`src/hdl/gcpa_pkg.sv`:
```
`timescale 1ns / 1ps
package gcpa_pkg;

    localparam int TABLE_DEPTH = 128;
    localparam int SLOT_W      = $clog2(TABLE_DEPTH);
    localparam int USED_W      = $clog2(TABLE_DEPTH + 1);
    localparam int GROUP_SIZE  = 16;
    localparam int NUM_GROUPS  = (TABLE_DEPTH + GROUP_SIZE - 1) / GROUP_SIZE;
    localparam int CODE_W      = 9;

    localparam logic [CODE_W-1:0] CODE_RESET = 9'd1;
    localparam logic [CODE_W-1:0] CODE_SKIP  = 9'h00D;
    localparam logic [CODE_W-1:0] GAP_LOW    = 9'h01E;
    localparam logic [CODE_W-1:0] GAP_HIGH   = 9'd128;
    localparam logic [15:0]       COUNT_MAX  = 16'hFFFF;

    localparam logic KIND_RECORD = 1'b0;
    localparam logic KIND_QUERY  = 1'b1;

    typedef enum logic [1:0] {
        STAT_HIT  = 2'd0,
        STAT_NEW  = 2'd1,
        STAT_FULL = 2'd2,
        STAT_MISS = 2'd3
    } status_t;

    typedef enum logic [1:0] {
        ST_IDLE,
        ST_CMP,
        ST_GRP,
        ST_RES
    } state_t;

    // broadcast from the controller to every cell
    typedef struct packed {
        logic        cmp_en;
        logic [15:0] key;
        logic        inc;
        logic        wr;
        logic [15:0] codes;
    } cell_cmd_t;

    // per-cell search answer, all zero unless the cell matched
    typedef struct packed {
        logic              hit;
        logic [15:0]       codes;
        logic [15:0]       count;
        logic [SLOT_W-1:0] slot;
    } cell_res_t;

    function automatic logic [CODE_W-1:0] advance_code(input logic [CODE_W-1:0] c);
        logic [CODE_W-1:0] n;
        n = c + 1'b1;
        if (n == CODE_SKIP) begin
            n = n + 1'b1;
        end
        if (n >= GAP_LOW && n < GAP_HIGH) begin
            n = GAP_HIGH;
        end
        return n;
    endfunction

endpackage

```
`src/hdl/gcpa_group.sv`:
```
`timescale 1ns / 1ps
module gcpa_group (
    input  logic                aclk,
    input  logic                aresetn,
    input  gcpa_pkg::cell_res_t cell_res [gcpa_pkg::GROUP_SIZE],
    output gcpa_pkg::cell_res_t grp_res
);
    import gcpa_pkg::*;

    cell_res_t acc;
    cell_res_t grp_reg;

    // keys are unique, so at most one cell answers and an OR picks it out
    always_comb begin
        acc = '0;
        for (int i = 0; i < GROUP_SIZE; i++) begin
            acc = cell_res_t'(acc | cell_res[i]);
        end
    end

    always_ff @(posedge aclk) begin
        if (!aresetn) begin
            grp_reg <= '0;
        end else begin
            grp_reg <= acc;
        end
    end

    assign grp_res = grp_reg;

endmodule

```
`config.mk`:
```
export PLATFORM = sky130hd
export DESIGN_NAME = gcpa_group
export DESIGN_NICKNAME = d
export VERILOG_FILES = /design/src/hdl/gcpa_pkg.sv /design/src/hdl/gcpa_group.sv
export SDC_FILE = /design/constraint.sdc
export NUM_CORES = 1
export LEC_CHECK = 0
export ABC_AREA = 0
export BUFFER_PORTS_ARGS = -buffer_cell sky130_fd_sc_hd__buf_4
export CAP_MARGIN = 20
export CORE_AREA = 3 3 266 268
export CTS_BUF_LIST = sky130_fd_sc_hd__clkbuf_4 sky130_fd_sc_hd__clkbuf_8
export CTS_CLUSTER_DIAMETER = 200
export DETAILED_ROUTE_END_ITERATION = 16
export DIE_AREA = 0 0 269 271
export PLACE_DENSITY = 0.34
export SLEW_MARGIN = 10
export SYNTH_ARGS = -nofsm -noshare
export SYNTH_HDL_FRONTEND = slang
export SYNTH_SLANG_ARGS = --single-unit
```
`constraint.sdc`:
```
create_clock -name aclk -period 0.9 [get_ports aclk]
set_clock_uncertainty 0.2 [all_clocks]
set_input_delay 0.09 -clock aclk [delete_from_list [all_inputs] [get_ports aclk]]
set_output_delay 0.09 -clock aclk [all_outputs]
set_load 0.05 [all_outputs]
```
==> impl_metrics.json, run 1 <==
{
  "grt_overflow": 0,
  "ys_warn_count": 0,
  "core_sq_um": 68600,
  "htree_levels": 2,
  "area_growth_pct": 234,
  "fin_setup_tns_ns": -10.11,
  "hold_class": "input port to register",
  "syn_nets": 887,
  "p_switching_mw": 2.42,
  "grt_pass1_wl_mm": 44.3,
  "largest_register_ffs": 40,
  "layout_worst_path_cycle_share_pct": 132,
  "ir_worst_vdd_uv": 440,
  "grt_max_degree": 21,
  "power_leakage_nw": 4.07,
  "timing.fmax_mhz": 841,
  "synthesis.area_sq_um": 2950,
  "postLayoutCellArea_sq_um": 9850,
  "power_frac_seq_pct": 26.5,
  "crit_buf_inv": 1,
  "grtUsageTotal_pct": 8.97,
  "synth-seq-cells": 40,
  "num_rows": 96,
  "post_drt_wl_per_cell_um": 19.0,
  "layout_setup_ws_ns": -0.290,
  "synth_top_cell_area_share_pct": 50.9,
  "synth_area_leader_cell": "nor4_2",
  "tightest_slew_ns": 0.436,
  "syn_inst": 245,
  "portBuffers": 681,
  "startpoint_type": "register",
  "power-per-cell-area_nw_per_um2": 750,
  "path_class": "register to primary output",
  "period_needed_ns": 1.19,
  "fill_cells": 7825,
  "slew-limit-headroom_pct": 70.6,
  "critical_path.top_delay_family": "flip-flops",
  "setup_viol": 40,
  "io_pins": 682,
  "end_kind": "primary output",
  "final_util_pct": 14.4,
  "critical-path-slowest-cell": "dfxtp_4",
  "hold-worst-slack_ns": -0.191,
  "post_cts_buffers": 0,
  "required_ns": 0.61,
  "hpwlAfterDp_mm": 33.0,
  "path_cells": "buf_12",
  "synthDistinctLibCells": 6,
  "clock_power_share_pct": 24.8,
  "p_comb_share_pct": 48.8,
  "place_area_sq_um": 9310,
  "cp_max_fo": 1,
  "yosysSeqAreaShare_pct": 27.1,
  "die_w_um": 269,
  "drt_iter0_drc": 137,
  "ant_nets": 0,
  "multi_input_area_sq_um": 2110,
  "power_mw": 7.39,
  "violations": "negative hold slack, negative setup slack",
  "antenna_found_initial": 9,
  "cts_tree": "built",
  "synth_area_leaders": "nor4_2, dfxtp_1, a41oi_1",
  "status": "finished with violations",
  "avgSynthCellArea_sq_um": 12.0,
  "wirelength_mm": 35.7,
  "viasPerCell": 2.95,
  "drv_cap": 0,
  "ff_latch_area_sq_um": 873,
  "finalNetCount": 1585,
  "p_int_mw": 4.98,
  "initial_core_util_pct": 4.30,
  "route.vias.total": 5534,
  "clockBufferDepth": 2,
  "rsz0062_at_grt": "yes",
  "cts.sinks": 40,
  "hold_violations": 39,
  "cts_buffers": 5,
  "grt_pass1_vias": 6279,
  "gp_congestion": 0.960,
  "cp.arrival_ns": 0.90,
  "switching_share_pct": 32.7,
  "drtPass1Iterations": 4,
  "fp.dieH_um": 271,
  "drc": 0,
  "dieArea_sq_um": 72900,
  "cts-root-buf": "clkbuf_8",
  "maxSlewViolCount": 0,
  "drive_gt1_share_pct": 91.6,
  "cpPeakStageDelay_ns": 0.39,
  "clk_pin_slew_ns": 0.12
}
## synth_stat cells (all sizes together)
master    n
inv       1
dfxtp    40
buf       4
nor4    160
a41oi    40
## placed cells by master (no fill, tap or decap)
cell type	n
bufinv_16	1
nor4_1	39
diode_2	4
dfxtp_4	9
nor4_2	121
clkinv_2	1
buf_4	653
dfxtp_2	31
clkbuf_8	5
buf_12	10
buf_8	32
inv_2	1
clkbuf_4	1
a41oi_1	40
## layout make-up
| class | instances | area share [%] |
|---|---|---|
| diodes | 4 | 0.102 |
| clock buffers | 6 | 0.775 |
| clock inverters | 2 | 0.356 |
| inverters | 1 | 0.0381 |
| multi-input cells | 200 | 21.4 |
| flip-flops and latches | 40 | 8.86 |
| well taps | 931 | 11.8 |
| repair buffers | 695 | 56.7 |
## metal layers
| layer | GRT usage [%] | up-vias | share of wire [%] |
|---|---|---|---|
| li1 | - | 2570 | - |
| met1 | 8.64 | 2482 | 33 |
| met2 | 17.5 | 441 | 54 |
| met3 | 2.56 | 37 | 9.3 |
| met4 | 3.74 | 4 | 3.4 |
| met5 | 0 | - | 0.076 |
## cells by family after synthesis
| family | after synthesis | synth area share, % |
|---|---|---|
| AND/OR/NAND/NOR | 160 | 59.3 |
| flip-flops | 40 | 27.1 |
| AO/OA/AOI/OAI | 40 | 11.9 |
| buffers and inverters | 5 | 1.65 |
## worst min-delay path: cells and delay by family
family	cells	cell delay, ns
AO/OA/AOI/OAI	1	0.13
AND/OR/NAND/NOR	1	0.04
buffers and inverters	1	0.08
## power groups by stage
stage,logic (mW),registers (mW),clock network [mW]
global route,3.81,1.97,2.16
finish,3.60,1.96,1.83
floorplan,0.289,2.27,0
detailed placement,3.51,1.96,0
CTS,3.67,1.97,2.12
global placement,3.50,1.97,0
## worst paths after layout
kind,cells after the start,startpoint,endpoint,slack [ns]
worst min-delay path,3,cell_res[11],grp_res[11],-0.19
worst max-delay path,1,grp_res[7],grp_res[7],-0.29
## stage by stage
step / worst slack [ns] / instances
2_1_floorplan: 0.0227 / 245
3_3_place_gp: -0.390 / 1867
3_5_place_dp: -0.405 / 1867
4_1_cts: -0.385 / 1875
5_1_grt: -0.387 / 1879
6_report: -0.290 / 1879
## what timing repair did
item / CTS / global route
endpoints found under the hold margin: 40 / 39
resized for setup: 137 / 1
gates cloned: 0 / 0
setup endpoints to repair: 40 / 41
pin swaps: 0 / 0
No activity file was read; power rests on OpenSTA's default activity.
==> run 2, diff against run 1 <==
--- a/config.mk
+++ b/config.mk
@@ -6,14 +6,14 @@
 export NUM_CORES = 1
 export LEC_CHECK = 0
 export ABC_AREA = 0
-export BUFFER_PORTS_ARGS = -buffer_cell sky130_fd_sc_hd__buf_4
 export CAP_MARGIN = 20
-export CORE_AREA = 3 3 266 268
+export CORE_AREA = 3 3 263 265
 export CTS_BUF_LIST = sky130_fd_sc_hd__clkbuf_4 sky130_fd_sc_hd__clkbuf_8
 export CTS_CLUSTER_DIAMETER = 200
 export DETAILED_ROUTE_END_ITERATION = 16
-export DIE_AREA = 0 0 269 271
-export PLACE_DENSITY = 0.34
+export DIE_AREA = 0 0 266 268
+export DONT_BUFFER_PORTS = 1
+export PLACE_DENSITY = 0.3
 export SLEW_MARGIN = 10
 export SYNTH_ARGS = -nofsm -noshare
 export SYNTH_HDL_FRONTEND = slang
==> impl_metrics.json, run 2 (synthesized netlist as in run 1, its figures left out) <==
{
  "status": "finished with violations",
  "violations": "negative hold slack, negative setup slack",
  "p_comb_share_pct": 26.1,
  "drv_cap": 0,
  "power_leakage_nw": 1.27,
  "post_cts_buffers": 0,
  "clockBufferDepth": 2,
  "gp_congestion": 0.848,
  "ant_nets": 0,
  "crit_buf_inv": 1,
  "startpoint_type": "register",
  "dpl.cell_count": 1165,
  "wirelength_mm": 23.2,
  "worst-path-stages": 1,
  "pre_cts_ws_ns": -0.528,
  "end_kind": "primary output",
  "required_ns": 0.61,
  "clk_pin_slew_ns": 0.12,
  "grt_overflow": 0,
  "cts.sinks": 40,
  "startpoint": "grp_res[9]",
  "drc": 0,
  "timing.fmax_mhz": 837,
  "core_sq_um": 67000,
  "dieArea_sq_um": 71300,
  "route.vias.total": 3420,
  "initial_core_util_pct": 4.40,
  "tightest_slew_ns": 0.591,
  "fp.dieH_um": 268,
  "switching_share_pct": 34.9,
  "cpPeakStageDelay_ns": 0.39,
  "p_switching_mw": 1.73,
  "power_mw": 4.94,
  "endpoint": "grp_res[9]",
  "slew-limit-headroom_pct": 60.2,
  "area_growth_pct": 89.2,
  "drtPass1Iterations": 4,
  "largest_register_ffs": 40,
  "grt_max_degree": 22,
  "num_rows": 95,
  "hp-start": "cell_res[566]",
  "layout_setup_ws_ns": -0.295,
  "layout_worst_path_cycle_share_pct": 133,
  "hold-worst-slack_ns": -0.296,
  "drive_gt1_share_pct": 70.7,
  "cts_buffers": 5,
  "grtUsageTotal_pct": 5.68,
  "htree_levels": 2,
  "critical_path.top_delay_family": "flip-flops",
  "path_class": "register to primary output",
  "setup_viol": 50,
  "critical-path-slowest-cell": "dfxtp_4",
  "finalNetCount": 979,
  "drt_iter0_drc": 108,
  "clock_power_share_pct": 34.1,
  "period_needed_ns": 1.19,
  "hpwlAfterDp_mm": 20.3,
  "path_cells": "buf_12",
  "layout.cells.non_filler": 1214,
  "power-per-cell-area_nw_per_um2": 885,
  "post_drt_wl_per_cell_um": 19.1,
  "antenna_found_initial": 3,
  "power_frac_seq_pct": 39.8,
  "layout.cells.most_common": "nor4_2",
  "mostFrequentLayoutCells": "nor4_2, buf_12, a41oi_1, dfxtp_2, dlygate4sd3_1",
  "cts_tree": "built",
  "fin_setup_tns_ns": -10.09,
  "hold_violations": 40,
  "hold_class": "input port to register",
  "cp.arrival_ns": 0.90,
  "p_int_mw": 3.22,
  "rsz0062_at_grt": "yes",
  "viasPerCell": 2.82,
  "portBuffers": 0,
  "die_w_um": 266,
  "grt_pass1_wl_mm": 27.0,
  "cp_max_fo": 1,
  "grt_pass1_vias": 3720,
  "io_pins": 682,
  "ir_worst_vdd_uv": 436,
  "maxSlewViolCount": 0,
  "cts-root-buf": "clkbuf_8"
}
## run 2: cell types whose count changed in the layout (fill, tap and decap cells not counted), sizes merged
cell and change:
buf -644, dlygate4sd3 +29, dlymetal6s4s +9, bufinv -1, clkinv +1, diode -1
## run 2: what timing repair did
item / CTS / global route
endpoints found under the setup margin: 41 / 60
pin swaps: 0 / 20
endpoints found under the hold margin: 40 / 40
gates resized for setup: 43 / 27
hold buffers: 30 / 8
## run 2: power groups by stage
stage / clock network [mW] / registers (mW) / logic [mW]
6_report: 1.69 / 1.97 / 1.29
5_1_grt: 1.97 / 1.98 / 1.35
4_1_cts: 2.00 / 1.97 / 1.25
3_5_place_dp: 0 / 1.99 / 1.13
3_3_place_gp: 0 / 1.99 / 1.12
2_1_floorplan: 0 / 2.27 / 0.289
## run 2: area by class of cell
type	count	area, sq um
Clock buffer	6	82.6
Antenna cell	3	7.51
Multi-Input combinational cell	200	2220
Fill cell	7748	61500
Inverter	1	3.75
Timing Repair Buffer	89	1310
Sequential cell	40	856
Tap cell	873	1090
Clock inverter	2	10.0
## run 2: layer usage
metal	GRT usage (%)	up-vias	part of all wire [%]
met3	2.52	38	12
met1	5.18	1594	30
li1	-	1356	-
met2	10.8	432	54
met5	0	-	0
met4	2.62	0	3.3
## run 2: worst min-delay path by stage
| stage | endpoint | slack, ns | cells past startpoint |
|---|---|---|---|
| detailed placement | grp_res[6] | 0.09 | 2 |
| floorplan | grp_res[0] | 0.07 | 2 |
| global placement | grp_res[2] | 0.08 | 2 |
| CTS | grp_res[11] | -0.35 | 2 |
| global route | grp_res[11] | -0.35 | 2 |
| finish | grp_res[6] | -0.30 | 2 |
## run 2: through the flow
stage / instance area, sq um / util, %
2_1_floorplan: 2950 / -
3_3_place_gp: 4910 / 7.32
3_5_place_dp: 4910 / 7.32
4_1_cts: 5360 / 8.00
5_1_grt: 5580 / 8.33
6_report: 5590 / 8.33
==> run 3, diff against run 2 <==
--- a/config.mk
+++ b/config.mk
@@ -8,7 +8,6 @@
 export ABC_AREA = 0
 export CAP_MARGIN = 20
 export CORE_AREA = 3 3 263 265
-export CTS_BUF_LIST = sky130_fd_sc_hd__clkbuf_4 sky130_fd_sc_hd__clkbuf_8
 export CTS_CLUSTER_DIAMETER = 200
 export DETAILED_ROUTE_END_ITERATION = 16
 export DIE_AREA = 0 0 266 268
==> constraint.sdc (replaced) <==
create_clock -name aclk -period 1.5 [get_ports aclk]
set_clock_uncertainty 0.2 [all_clocks]
set_input_delay 0.15 -clock aclk [delete_from_list [all_inputs] [get_ports aclk]]
set_output_delay 0.15 -clock aclk [all_outputs]
set_load 0.05 [all_outputs]
==> impl_metrics.json, run 3 <==
{
  "status": "aborted with a tool error",
  "haltStage": "clock tree synthesis (4_1_cts)",
  "tool.error": "[ERROR RSZ-0060] Max buffer count reached.",
  "cts_resized": 0,
  "post_cts_buffers": 0,
  "clockBufferDepth": 2,
  "muxShareOfSynthArea_pct": 0,
  "holdBufCountCts": 228,
  "synth_compound_area_share_pct": 11.9,
  "syn_inst": 245,
  "yosysSeqAreaShare_pct": 27.1,
  "synthDistinctLibCells": 6,
  "synthXorXnorAreaFrac_pct": 0,
  "initial_core_util_pct": 4.40,
  "synth-simple-area-share_pct": 59.3,
  "synthAdderAreaFrac_pct": 0,
  "ys_warn_count": 0,
  "hpwlAfterDp_mm": 20.1,
  "io_pins": 682,
  "synth_top_cell_area_share_pct": 50.9,
  "die_w_um": 266,
  "portBuffers": 0,
  "avgSynthCellArea_sq_um": 12.0,
  "cts_buffers": 5,
  "synth_common_cells": "nor4_2, a41oi_1, dfxtp_1, nor4_1, buf_6",
  "synth_top_family_by_area": "simple AND/OR/NAND/NOR gates",
  "cts-root-buf": "clkbuf_16",
  "fp.dieH_um": 268,
  "synth_top_flop_cell": "dfxtp_1",
  "num_rows": 95,
  "synthesis.area_sq_um": 2950,
  "gp_congestion": 0.867,
  "syn_nets": 887,
  "synth_area_leader_cell": "nor4_2",
  "async_flop_share_pct": 0,
  "synth-edff-count": 0,
  "htree_levels": 2,
  "yosysMostFrequentCell": "nor4_2",
  "synth_area_leaders": "nor4_2, dfxtp_1, a41oi_1",
  "synth-seq-cells": 40,
  "pre_cts_ws_ns": -0.0129,
  "cts.sinks": 40
}
run 3: cell counts after synthesis:
Identical to the previous run, type by type.
run 3: kinds of logic after synthesis:
| group | Yosys count |
|---|---|
| and+or+nand+nor | 160 |
| AOI/OAI and AO/OA | 40 |
| buffers and inverters | 5 |
| DFF | 40 |
run 3: through the flow:
step	hold slack (ns)	area, sq um	TNS, ns	utilization (%)	instances
floorplan	0.135	2950	0	-	245
global placement	0.145	4080	-0.0221	6.09	1125
detailed placement	0.149	4080	-0.0129	6.09	1125
==> run 4, diff against run 3 <==
--- a/config.mk
+++ b/config.mk
@@ -8,11 +8,10 @@
 export ABC_AREA = 0
 export CAP_MARGIN = 20
 export CORE_AREA = 3 3 263 265
-export CTS_CLUSTER_DIAMETER = 200
 export DETAILED_ROUTE_END_ITERATION = 16
 export DIE_AREA = 0 0 266 268
 export DONT_BUFFER_PORTS = 1
-export PLACE_DENSITY = 0.3
+export PLACE_DENSITY_LB_ADDON = 0.15
 export SLEW_MARGIN = 10
 export SYNTH_ARGS = -nofsm -noshare
 export SYNTH_HDL_FRONTEND = slang
==> impl_metrics.json, run 4 <==
{
  "haltStage": "clock tree synthesis (4_1_cts)",
  "async_flop_share_pct": 0,
  "yosysSeqAreaShare_pct": 27.1,
  "syn_inst": 245,
  "syn_nets": 887,
  "synthDistinctLibCells": 6,
  "synthesis.area_sq_um": 2950,
  "clockBufferDepth": 2,
  "post_cts_buffers": 0,
  "synth_area_leader_cell": "nor4_2",
  "cts_resized": 0,
  "hpwlAfterDp_mm": 20.1,
  "io_pins": 682,
  "synth_common_cells": "nor4_2, a41oi_1, dfxtp_1, nor4_1, buf_6",
  "holdBufCountCts": 230,
  "synth_top_flop_cell": "dfxtp_1",
  "cts.sinks": 40,
  "synth-seq-cells": 40,
  "dpl.cell_count": 1134,
  "pre_cts_ws_ns": 0.0532,
  "cts-root-buf": "clkbuf_16",
  "die_w_um": 266,
  "initial_core_util_pct": 4.40,
  "num_rows": 95,
  "fp.dieH_um": 268,
  "synth_top_cell_area_share_pct": 50.9,
  "tool.error": "[ERROR RSZ-0060] Max buffer count reached.",
  "yosysMostFrequentCell": "nor4_2",
  "ys_warn_count": 0,
  "status": "aborted with a tool error",
  "htree_levels": 2,
  "gp_congestion": 0.836,
  "synth-edff-count": 0,
  "portBuffers": 0,
  "cts_buffers": 5,
  "synth_area_leaders": "nor4_2, dfxtp_1, a41oi_1",
  "avgSynthCellArea_sq_um": 12.0
}
run 4: kinds of logic after synthesis:
group,Yosys count,share of synthesized area [%]
simple gates,160,59.3
flops,40,27.1
compound gates,40,11.9
buf+inv,5,1.65
run 4: metrics by stage:
step / utilization [%] / cell area [sq um]
3_5_place_dp: 6.21 / 4160
3_3_place_gp: 6.21 / 4160
2_1_floorplan: - / 2950
