## src/hdl/gcpa_pkg.sv

```systemverilog
`timescale 1ns / 1ps
package gcpa_pkg;

    localparam int TABLE_DEPTH = 128;
    localparam int SLOT_W      = $clog2(TABLE_DEPTH);
    localparam int USED_W      = $clog2(TABLE_DEPTH + 1);
    localparam int GROUP_SIZE  = 16;
    localparam int NUM_GROUPS  = (TABLE_DEPTH + GROUP_SIZE - 1) / GROUP_SIZE;
    localparam int CODE_W      = 9;

    localparam logic [CODE_W-1:0] CODE_RESET = 9'd1;
    localparam logic [CODE_W-1:0] CODE_SKIP  = 9'h00D;
    localparam logic [CODE_W-1:0] GAP_LOW    = 9'h01E;
    localparam logic [CODE_W-1:0] GAP_HIGH   = 9'd128;
    localparam logic [15:0]       COUNT_MAX  = 16'hFFFF;

    localparam logic KIND_RECORD = 1'b0;
    localparam logic KIND_QUERY  = 1'b1;

    typedef enum logic [1:0] {
        STAT_HIT  = 2'd0,
        STAT_NEW  = 2'd1,
        STAT_FULL = 2'd2,
        STAT_MISS = 2'd3
    } status_t;

    typedef enum logic [1:0] {
        ST_IDLE,
        ST_CMP,
        ST_GRP,
        ST_RES
    } state_t;

    // broadcast from the controller to every cell
    typedef struct packed {
        logic        cmp_en;
        logic [15:0] key;
        logic        inc;
        logic        wr;
        logic [15:0] codes;
    } cell_cmd_t;

    // per-cell search answer, all zero unless the cell matched
    typedef struct packed {
        logic              hit;
        logic [15:0]       codes;
        logic [15:0]       count;
        logic [SLOT_W-1:0] slot;
    } cell_res_t;

    function automatic logic [CODE_W-1:0] advance_code(input logic [CODE_W-1:0] c);
        logic [CODE_W-1:0] n;
        n = c + 1'b1;
        if (n == CODE_SKIP) begin
            n = n + 1'b1;
        end
        if (n >= GAP_LOW && n < GAP_HIGH) begin
            n = GAP_HIGH;
        end
        return n;
    endfunction

endpackage

```

## src/hdl/gcpa_cell.sv

```systemverilog
`timescale 1ns / 1ps
module gcpa_cell (
    input  logic                       aclk,
    input  logic                       aresetn,
    input  logic [gcpa_pkg::SLOT_W-1:0] idx,
    input  logic                       prev_occ,
    output logic                       occ,
    input  gcpa_pkg::cell_cmd_t        cmd,
    output gcpa_pkg::cell_res_t        res
);
    import gcpa_pkg::*;

    logic              occ_reg;
    logic              hit_reg;
    logic [15:0]       key_reg;
    logic [15:0]       codes_reg;
    logic [15:0]       count_reg;
    logic [15:0]       count_next;
    logic [15:0]       res_codes_reg;
    logic [15:0]       res_count_reg;
    logic [SLOT_W-1:0] res_slot_reg;
    logic              take;
    logic              match;

    // occupancy is a thermometer along the row: the first free cell takes a write
    assign take  = cmd.wr && prev_occ && !occ_reg;
    assign match = occ_reg && (key_reg == cmd.key);

    always_comb begin
        count_next = count_reg;
        if (take) begin
            count_next = 16'd1;
        end else if (cmd.inc && hit_reg && count_reg != COUNT_MAX) begin
            count_next = count_reg + 16'd1;
        end
    end

    always_ff @(posedge aclk) begin
        if (!aresetn) begin
            occ_reg <= 1'b0;
            hit_reg <= 1'b0;
        end else begin
            if (take) begin
                occ_reg <= 1'b1;
            end
            if (cmd.cmp_en) begin
                hit_reg <= match;
            end
        end
    end

    always_ff @(posedge aclk) begin
        count_reg <= count_next;
        if (take) begin
            key_reg   <= cmd.key;
            codes_reg <= cmd.codes;
        end
        if (cmd.cmp_en) begin
            res_codes_reg <= match ? codes_reg : 16'd0;
            res_count_reg <= match ? count_reg : 16'd0;
            res_slot_reg  <= match ? idx : '0;
        end
    end

    assign occ       = occ_reg;
    assign res.hit   = hit_reg;
    assign res.codes = res_codes_reg;
    assign res.count = res_count_reg;
    assign res.slot  = res_slot_reg;

endmodule

```

## config.mk

```make
export PLATFORM = sky130hd
export DESIGN_NAME = gcpa_cell
export DESIGN_NICKNAME = d
export VERILOG_FILES = /design/src/hdl/gcpa_pkg.sv /design/src/hdl/gcpa_cell.sv
export SDC_FILE = /design/constraint.sdc
export NUM_CORES = 1
export LEC_CHECK = 0
export ABC_AREA = 1
export BUFFER_PORTS_ARGS = -buffer_cell sky130_fd_sc_hd__buf_2
export CAP_MARGIN = 10
export CELL_PAD_IN_SITES_DETAIL_PLACEMENT = 2
export CELL_PAD_IN_SITES_GLOBAL_PLACEMENT = 2
export CORE_MARGIN = 2
export CORE_UTILIZATION = 31
export CTS_BUF_LIST = sky130_fd_sc_hd__clkbuf_8
export DETAILED_ROUTE_END_ITERATION = 16
export GPL_ROUTABILITY_DRIVEN = 0
export PLACE_DENSITY = 0.84
export SLEW_MARGIN = 20
export SYNTH_ARGS = -nofsm -noshare
export SYNTH_HDL_FRONTEND = slang
export SYNTH_SLANG_ARGS = --single-unit
```

## constraint.sdc

```tcl
create_clock -name aclk -period 1.65 [get_ports aclk]
set_input_delay 0.165 -clock aclk [delete_from_list [all_inputs] [get_ports aclk]]
set_output_delay 0.165 -clock aclk [all_outputs]
set_load 0.05 [all_outputs]
```

==> results_dict.tcl, run 1 <==
set metrics [dict create \
    status "finished, violations left" \
    violations "setup timing" \
    placed_cells_incl_taps 653 \
    synth-edff-count 71 \
    syn_area_per_cell_sq_um 9.821 \
    yosysSeqAreaShare 0.6393 \
    fin_skew_ns 0.007204 \
    async_reset_ff_frac 0 \
    synth-compound-area-share 0.02086 \
    crit_path_top_delay_cell "dlygate4sd3_1" \
    drv_cap 0 \
    reg2regPathDepth 10 \
    hpwl_um 7765 \
    stdcell_area_sq_um 5439 \
    hold_depth 1 \
    insertion_delay_ns 0.36 \
    antenna_cells 0 \
    cp.arrival_ns 1.91 \
    drc_errors 0 \
    r2r_end "res_slot_reg[6]" \
    hold_class "in -> reg" \
    timing.rr.start "key_reg[11]" \
    rows 40 \
    overflow 0 \
    numCtsBuffers 9 \
    ir_drop_mv 0.4142 \
    cts_tree "done" \
    final-setup-viol-count 20 \
    power.density_nw_per_um2 909.5 \
    grt_pass1_wl_um 17510 \
    grt_usage 0.1711 \
    setup_tns_ns -0.1994 \
    dieArea_sq_um 13490 \
    vias 3175 \
    endpoint_kind "flip-flop" \
    hold_viol 0 \
    layout.nets 574 \
    grt_antenna_before_repair 0 \
    synth_top_family_by_area "simple AND/OR/NAND/NOR gates" \
    synth_adder_area_share 0.003209 \
    die_w_um 116.1 \
    routed_via_density 4.536 \
    instances_no_fill 700 \
    clock.fmax_mhz 594.3 \
    start_util 0.3206 \
    synthesis.area_sq_um 3899 \
    syn_to_final_growth_pct 39.51 \
    yosys_warnings 0 \
    syn_nets 443 \
    grt_max_degree 42 \
    cts-root-buf "clkbuf_8" \
    path_buf_inv 4 \
    clockBufferDepth 2 \
    placed_area_sq_um 4582 \
    crit_cells 11 \
    setup.reg_to_reg.worst_slack_ns -0.01 \
    crit_fanout 8 \
    cpPeakStageDelay_ns 0.53 \
    p_leak_nw 2.350 \
    finalMaxSlewViolations 0 \
    crit_type "in -> reg" \
    cts_htree_levels 3 \
    cts.sinks 89 \
    timing.critical_path.from "cmd[25]" \
    total_power_mw 4.947 \
    synth.distinct_cells 30 \
    firstDrtPassIters 4 \
    muxShareOfSynthArea 0 \
    synthesis.instances 397 \
    ys_seq_elements 89 \
    layout_setup_ws_ns -0.03275 \
    setup.worst_path.end "res_slot_reg[6]" \
    rsz0062_at_grt "true" \
    crit_path_cell_trace "dlygate4sd3_1 -> buf_2 -> nand2_1 -> nand2_1 -> nor2_2 -> nand2_1 -> nor2_2 -> nand3_4 -> buf_12 -> clkbuf_16 -> nor2_4" \
    routed_wirelength_um 12690 \
    cpMostUsedCell "nand2_1" \
    synth_flop_cell "edfxtp_1" \
    synth-xor-area-share 0.02022 \
    crit_family "buffers and inverters" \
    drive_gt1_frac 0.3308 \
    period_needed_ns 1.683 \
    core-area_sq_um 12160 \
    clk_pin_slew_ns 0.09 \
    cp_data_required_time_ns 1.87 \
    grt_pass1_vias 3514 \
    finalCritPeriodShare 1.020 \
    die_h_um 116.1 \
    tightest_slew_ns 0.3990 \
    ant_nets 0 \
    max_slew_margin 0.7340 \
    ios 86 \
    wl_per_cell_um 18.13 \
    first_iter_violations 168 \
    yosys.area_share.simple 0.2336 \
    start_kind "input pin" \
    port_buffers 85 \
]
-- worst reg2reg max path, cell delays in order (launching register included) --
cell and delay, ns:
edfxtp_1 0.42, inv_2 0.06, nand2_4 0.08, nand2_2 0.07
nor2_2 0.12, nand2_1 0.10, nor2_2 0.16, nand3_4 0.09
buf_12 0.16, clkbuf_16 0.18, nor2_4 0.09
-- per-stage QoR --
step	setup slack, ns	hold slack [ns]	util
final	-0.03275	0.01142	0.4472
after global routing	-0.1024	-0.002786	0.4472
after CTS	0.03573	0.0001334	0.4150
after detailed placement	0.08490	0.3442	0.3767
after global placement	0.2176	0.3451	0.3767
after floorplan	0.07316	0.2585	-
-- what timing repair did --
action | CTS | global route
gates cloned | 0 | 6
endpoints found under the setup margin | 1 | 49
setup buffers | 0 | 5
resized for setup | 1 | 66
hold buffers | 23 | 2
pin swaps | 0 | 9
endpoints found under the hold margin | 23 | 2
-- worst min-delay path by stage --
stage          startpoint             to  slack [ns]
2_1_floorplan     cmd[34]        hit_reg        0.26
3_3_place_gp      cmd[11]  codes_reg[11]        0.35
3_5_place_dp      cmd[13]  codes_reg[13]        0.34
4_1_cts           cmd[23]     key_reg[5]      0.0001
5_1_grt           cmd[28]    key_reg[10]      -0.003
6_report          cmd[28]    key_reg[10]        0.01
-- routing by layer --
metal	vias up	wire (um)	global-route usage
met2	75	7035	0.3205
li1	1499	-	-
met3	15	442	0.02958
met5	-	0	0
met4	0	192	0.04683
met1	1586	5024	0.2019
-- kinds of logic (layout without fill, tap and decap cells) --
| family | count (synthesis) | after routing |
|---|---|---|
| compound gates | 15 | 15 |
| buf+inv | 77 | 212 |
| fa+ha+maj | 1 | 1 |
| simple gates | 206 | 206 |
| xor+xnor | 9 | 9 |
| flops | 89 | 89 |
-- cell usage in the layout, fill, tap and decap left out, types with 2 or more instances in the layout --
cell type       count
nor2_4             26
buf_12              4
a21oi_1             8
clkbuf_16           4
o21ai_2             2
nor2_2             12
bufinv_16           3
o21ai_1             2
dlygate4sd3_1      22
nor3_1              2
nand2_2             8
clkbuf_8            9
dlymetal6s4s_1      3
nand3_1             9
dfxtp_2             2
nand3_2             2
buf_2              81
buf_6               2
nand2_1            90
nor2_1             47
xnor2_1             4
buf_4              10
xor2_1              5
nand4_1             4
clkinv_2            2
inv_1              68
edfxtp_1           71
dfxtp_1            16
-- where the power goes --
group	switching [mW]	total [mW]	internal, mW
Combinational	0.411	0.601	0.190
Clock	0.799	1.79	0.993
Sequential	0.0431	2.55	2.51
-- synthesized netlist by cell type, drive strengths merged (2+ instances only) --
| library cell | count | area, sq um |
|---|---|---|
| a21oi | 9 | 48.80 |
| buf | 6 | 55.05 |
| clkinv | 2 | 8.750 |
| dfxtp | 18 | 360.4 |
| edfxtp | 71 | 2132 |
| inv | 69 | 259.0 |
| nand2 | 100 | 385.4 |
| nand3 | 12 | 70.07 |
| nand4 | 4 | 25.02 |
| nor2 | 85 | 396.6 |
| nor3 | 3 | 20.02 |
| o21ai | 5 | 25.02 |
| xnor2 | 4 | 35.03 |
| xor2 | 5 | 43.79 |
-- cell type report --
| type | count | area, sq um |
|---|---|---|
| Fill cell | 1309 | 6723 |
| Sequential cell | 89 | 2495 |
| Multi-Input combinational cell | 231 | 1285 |
| Timing Repair Buffer | 126 | 940.9 |
| Inverter | 71 | 276.5 |
| Tap cell | 168 | 210.2 |
| Clock buffer | 9 | 123.9 |
| Clock inverter | 6 | 107.6 |
No activity file was read; power rests on OpenSTA's default activity.
==> inputs of run 2 (changes only) <==
--- a/config.mk
+++ b/config.mk
@@ -6,16 +6,16 @@
 export NUM_CORES = 1
 export LEC_CHECK = 0
 export ABC_AREA = 1
-export BUFFER_PORTS_ARGS = -buffer_cell sky130_fd_sc_hd__buf_2
 export CAP_MARGIN = 10
 export CELL_PAD_IN_SITES_DETAIL_PLACEMENT = 2
 export CELL_PAD_IN_SITES_GLOBAL_PLACEMENT = 2
 export CORE_MARGIN = 2
-export CORE_UTILIZATION = 31
+export CORE_UTILIZATION = 40
 export CTS_BUF_LIST = sky130_fd_sc_hd__clkbuf_8
 export DETAILED_ROUTE_END_ITERATION = 16
+export DONT_BUFFER_PORTS = 1
 export GPL_ROUTABILITY_DRIVEN = 0
-export PLACE_DENSITY = 0.84
+export PLACE_DENSITY = 0.87
 export SLEW_MARGIN = 20
 export SYNTH_ARGS = -nofsm -noshare
 export SYNTH_HDL_FRONTEND = slang
==> constraint.sdc (replaced) <==
create_clock -name aclk -period 1.7 [get_ports aclk]
set_input_delay 0.17 -clock aclk [delete_from_list [all_inputs] [get_ports aclk]]
set_output_delay 0.17 -clock aclk [all_outputs]
set_load 0.05 [all_outputs]
==> results_dict.tcl, run 2 (synthesis results as in run 1) <==
set metrics [dict create \
    grt_max_degree 42 \
    placed_cells_incl_taps 531 \
    multiInputGateArea_sq_um 1137 \
    cts_setup_buffers 0 \
    rows 36 \
    grt_pass1_wl_um 17130 \
    start_util 0.4064 \
    instances_no_fill 581 \
    rsz0062_at_grt "true" \
    numCtsBuffers 9 \
    period_needed_ns 1.597 \
    layout.nets 489 \
    dieArea_sq_um 10550 \
    finalCritPeriodShare 0.9393 \
    hold-worst-slack_ns 0.01273 \
    tightest_slew_ns 0.5620 \
    vias 2819 \
    layout_setup_ws_ns 0.1033 \
    crit_path_top_delay_cell "edfxtp_1" \
    cts-root-buf "clkbuf_8" \
    cp_data_required_time_ns 1.92 \
    final-setup-viol-count 0 \
    ant_nets 0 \
    wl_per_cell_um 19.51 \
    hpwl_um 6969 \
    cts_htree_levels 3 \
    routed_wirelength_um 11340 \
    clock.fmax_mhz 626.3 \
    hold_class "in -> reg" \
    drive_gt1_frac 0.1250 \
    crit_type "reg -> reg" \
    status "completed" \
    endpoint_kind "flip-flop" \
    fin_skew_ns 0.01768 \
    drv_cap 0 \
    crit_fanout 39 \
    antenna_cells 0 \
    drc_errors 0 \
    nFillCells 1022 \
    first_iter_violations 84 \
    firstDrtPassIters 4 \
    final_cell_mix "nand2_1 (98), edfxtp_1 (71), inv_1 (69), nor2_1 (68), dlygate4sd3_1 (33)" \
    cp.arrival_ns 1.82 \
    insertion_delay_ns 0.37 \
    setup_tns_ns 0 \
    grt_pass1_vias 3200 \
    port_buffers 0 \
    core-area_sq_um 9594 \
    ir_drop_mv 0.3754 \
    overflow 0 \
    grt_antenna_before_repair 0 \
    start_kind "flip-flop" \
    die_h_um 102.7 \
    p_leak_nw 1.905 \
    routed_via_density 4.852 \
    placed_area_sq_um 4085 \
    clk_pin_slew_ns 0.10 \
    seq_area_sq_um 2495 \
    clockBufferDepth 2 \
    cts.sinks 89 \
    power.density_nw_per_um2 990.0 \
    stdcell_area_sq_um 4721 \
    max_slew_margin 0.6261 \
    ios 86 \
    grt_usage 0.2247 \
    cts_tree "done" \
    die_w_um 102.7 \
    cpMostUsedCell "nand2_1" \
    crit_path_cell_trace "inv_1 -> nand2_1 -> nand2_1 -> nor3_2 -> nand2_1 -> nor2_1 -> nand3_2 -> buf_12 -> nor2_1" \
    hold_viol 0 \
    dpl_worst_slack_ns 0.08220 \
    finalMaxSlewViolations 0 \
    syn_to_final_growth_pct 21.08 \
    final_common_cell "nand2_1" \
    cpPeakStageDelay_ns 0.38 \
]
-- run 2: cell count changes in the layout (fill, tap and decap cells not counted), moves of 4 or more --
cell	change
nor2_1	+21
nand2_1	+8
nand2_2	-7
clkbuf_16	-4
buf_4	-4
dlygate4sd3_1	+11
nor2_4	-15
buf_2	-81
nor2_2	-6
-- run 2: worst paths after layout --
kind                            slack [ns]         start  depth (start not counted)               end
worst max-delay path                  0.10   key_reg[13]                          9  res_count_reg[7]
worst min-delay path                  0.01        idx[0]                          2   res_slot_reg[0]
worst max register to register        0.10   key_reg[13]                          9  res_count_reg[7]
worst min register to register        0.54  count_reg[6]                          2      count_reg[6]
-- run 2: where the power goes --
| group | total (mW) | switching (mW) | internal (mW) |
|---|---|---|---|
| clock | 1.72 | 0.867 | 0.850 |
| sequential | 2.61 | 0.174 | 2.44 |
| combinational | 0.342 | 0.207 | 0.135 |
| total | 4.67 | 1.25 | 3.43 |
-- run 2: layer usage --
layer,up-vias,routed length (um),global-route usage,part of all wire
li1,1327,-,-,-
met1,1384,4227,0.2339,0.37
met2,92,6396,0.4299,0.56
met3,16,444,0.05017,0.039
met4,0,269,0.09641,0.024
met5,-,0,0,0
-- run 2: cell type report --
cell class,count,area share
flip-flops and latches,89,0.5285
multi-input cells,231,0.2409
repair buffers,41,0.08799
inverters,71,0.05910
well taps,133,0.03525
clock buffers,9,0.02624
clock inverters,7,0.02200
-- run 2: what timing repair did --
action | in CTS | in global routing
endpoints found under the hold margin | 73 | 0
hold buffers | 34 | 0
resized for setup | 0 | 18
endpoints found under the setup margin | 0 | 17
-- run 2: per-stage QoR --
step                  util  power, mW
floorplan                -      2.811
global placement    0.4258      2.873
detailed placement  0.4258      2.903
CTS                 0.4860      4.681
global route        0.4920      4.845
finish              0.4920      4.674
-- run 2: worst max-delay path, delay by kind of cell (launching register included) --
family,cells,cell delay [ns]
buffers and inverters,2,0.24
DFF,1,0.38
and+or+nand+nor,7,0.81
==> inputs of run 3 (changes only) <==
==> constraint.sdc (replaced) <==
create_clock -name aclk -period 1.8 [get_ports aclk]
set_input_delay 0.18 -clock aclk [delete_from_list [all_inputs] [get_ports aclk]]
set_output_delay 0.18 -clock aclk [all_outputs]
set_load 0.05 [all_outputs]
==> results_dict.tcl, run 3 (synthesis results as in run 1) <==
set metrics [dict create \
    grt_pass1_vias 3296 \
    crit_type "reg -> reg" \
    power.density_nw_per_um2 930.6 \
    p_sw_mw 1.158 \
    cts-root-buf "clkbuf_8" \
    start_util 0.4064 \
    clk_pin_slew_ns 0.09 \
    period_needed_ns 1.740 \
    hold_depth 2 \
    drv_cap 0 \
    crit_fanout 17 \
    fin_util 0.4915 \
    port_buffers 0 \
    p_leak_nw 1.900 \
    vias 2878 \
    r2r_end "count_reg[5]" \
    hold-worst-slack_ns -0.009758 \
    cts.sinks 89 \
    overflow 0 \
    grt_pass1_wl_um 18400 \
    dieArea_sq_um 10550 \
    cp_data_required_time_ns 2.07 \
    p_comb_frac 0.074 \
    die_w_um 102.7 \
    ir_drop_mv 0.5738 \
    core-area_sq_um 9594 \
    finalCritPeriodShare 0.9664 \
    first_iter_violations 81 \
    placed_cells_incl_taps 530 \
    cts_htree_levels 3 \
    tightest_slew_ns 0.5455 \
    internal-power_mw 3.230 \
    antenna_cells 0 \
    dpl_worst_slack_ns 0.07047 \
    violations "hold timing" \
    clockBufferDepth 2 \
    setup.reg_to_reg.worst_slack_ns 0.06 \
    hpwl_um 7448 \
    hold_class "in -> reg" \
    numCtsBuffers 9 \
    drive_gt1_frac 0.1230 \
    wl_per_cell_um 20.79 \
    nFillCells 1030 \
    final-setup-viol-count 0 \
    p_sw_frac 0.2640 \
    grt_antenna_before_repair 0 \
    endpoint_kind "flip-flop" \
    hold_path_end "hit_reg" \
    syn_to_final_growth_pct 20.96 \
    grt_max_degree 41 \
    start_kind "flip-flop" \
    firstDrtPassIters 4 \
    max_slew_margin 0.6371 \
    clock.fmax_mhz 574.8 \
    reg2regPathDepth 9 \
    path_buf_inv 2 \
    crit_path_top_delay_cell "dfxtp_4" \
    stdcell_area_sq_um 4716 \
    drc_errors 0 \
    worst_hold_startpoint "aresetn" \
    status "finished, violations left" \
    routed_via_density 4.962 \
    ios 86 \
    cp.arrival_ns 2.01 \
    placed_area_sq_um 4086 \
    seq_area_sq_um 2500 \
    seqPwrFrac 0.567 \
    ant_nets 0 \
    final_common_cell "nand2_1" \
    rows 36 \
    layout.nets 488 \
    hold_viol 1 \
    cts_tree "done" \
    instances_no_fill 580 \
    routed_wirelength_um 12060 \
    clock_power_share 0.359 \
    crit_family "simple AND/OR/NAND/NOR gates" \
    final_cell_mix "nand2_1 (93), nor2_1 (73), edfxtp_1 (71), inv_1 (68), dlygate4sd3_1 (33)" \
    cts_setup_buffers 0 \
    crit_path_cell_trace "ha_2 -> nand3_1 -> inv_2 -> nand3_2 -> nand2_2 -> nand2_8 -> inv_8 -> nand2_1 -> a21oi_2" \
    layout_setup_ws_ns 0.06040 \
    multiInputGateArea_sq_um 1131 \
    insertion_delay_ns 0.37 \
    die_h_um 102.7 \
    timing.rr.start "count_reg[0]" \
    finalMaxSlewViolations 0 \
    cpPeakStageDelay_ns 0.40 \
    grt_usage 0.2410 \
    fin_skew_ns 0.02103 \
]
[run 3: metal layers]
| metal | part of all wire | up-vias | track usage |
|---|---|---|---|
| met1 | 0.37 | 1434 | 0.2515 |
| li1 | - | 1329 | - |
| met4 | 0.031 | 0 | 0.09744 |
| met2 | 0.55 | 88 | 0.4661 |
| met5 | 0 | - | 0 |
| met3 | 0.046 | 27 | 0.05017 |
[run 3: worst reg2reg max path: stages (launching register included)]
cell and delay, ns:
dfxtp_4 0.40, ha_2 0.23, nand3_1 0.15, inv_2 0.12
nand3_2 0.10, nand2_2 0.13, nand2_8 0.13, inv_8 0.13
nand2_1 0.08, a21oi_2 0.17
[run 3: worst max-delay path by stage]
stage / endpoint / from / depth (start not counted) / slack (ns)
after global placement: count_reg[1] / count_reg[0] / 9 / 0.28
after global routing: count_reg[2] / count_reg[0] / 10 / -0.001
after CTS: count_reg[5] / count_reg[0] / 9 / 0.02
final: count_reg[5] / count_reg[0] / 9 / 0.06
after floorplan: codes_reg[0] / occ / 3 / 0.07
after detailed placement: count_reg[3] / count_reg[0] / 9 / 0.07
[run 3: per-stage QoR]
step / setup TNS, ns / total power [mW]
6_report: 0 / 4.388
5_1_grt: -0.001114 / 4.532
3_5_place_dp: 0 / 2.738
3_3_place_gp: 0 / 2.705
4_1_cts: 0 / 4.367
2_1_floorplan: 0 / 2.654
[run 3: timing repair]
action / CTS / global route
hold buffers: 35 / 0
hold endpoints to repair: 73 / 0
cloned: 0 / 0
pin swaps: 0 / 5
endpoints found under the setup margin: 10 / 14
gates resized for setup: 3 / 16
[run 3: area by class of cell]
type / instances / area share
Clock buffer: 9 / 0.02627
Clock inverter: 7 / 0.02096
Inverter: 71 / 0.05837
Timing Repair Buffer: 40 / 0.08915
Sequential cell: 89 / 0.5301
Multi-Input combinational cell: 231 / 0.2399
Tap cell: 133 / 0.03529
[run 3: power by group through the flow]
stage,Sequential [mW],Combinational (mW),Clock [mW]
floorplan,2.51,0.145,0
global placement,2.51,0.191,0
detailed placement,2.53,0.211,0
CTS,2.48,0.307,1.58
global route,2.50,0.357,1.67
finish,2.49,0.324,1.58
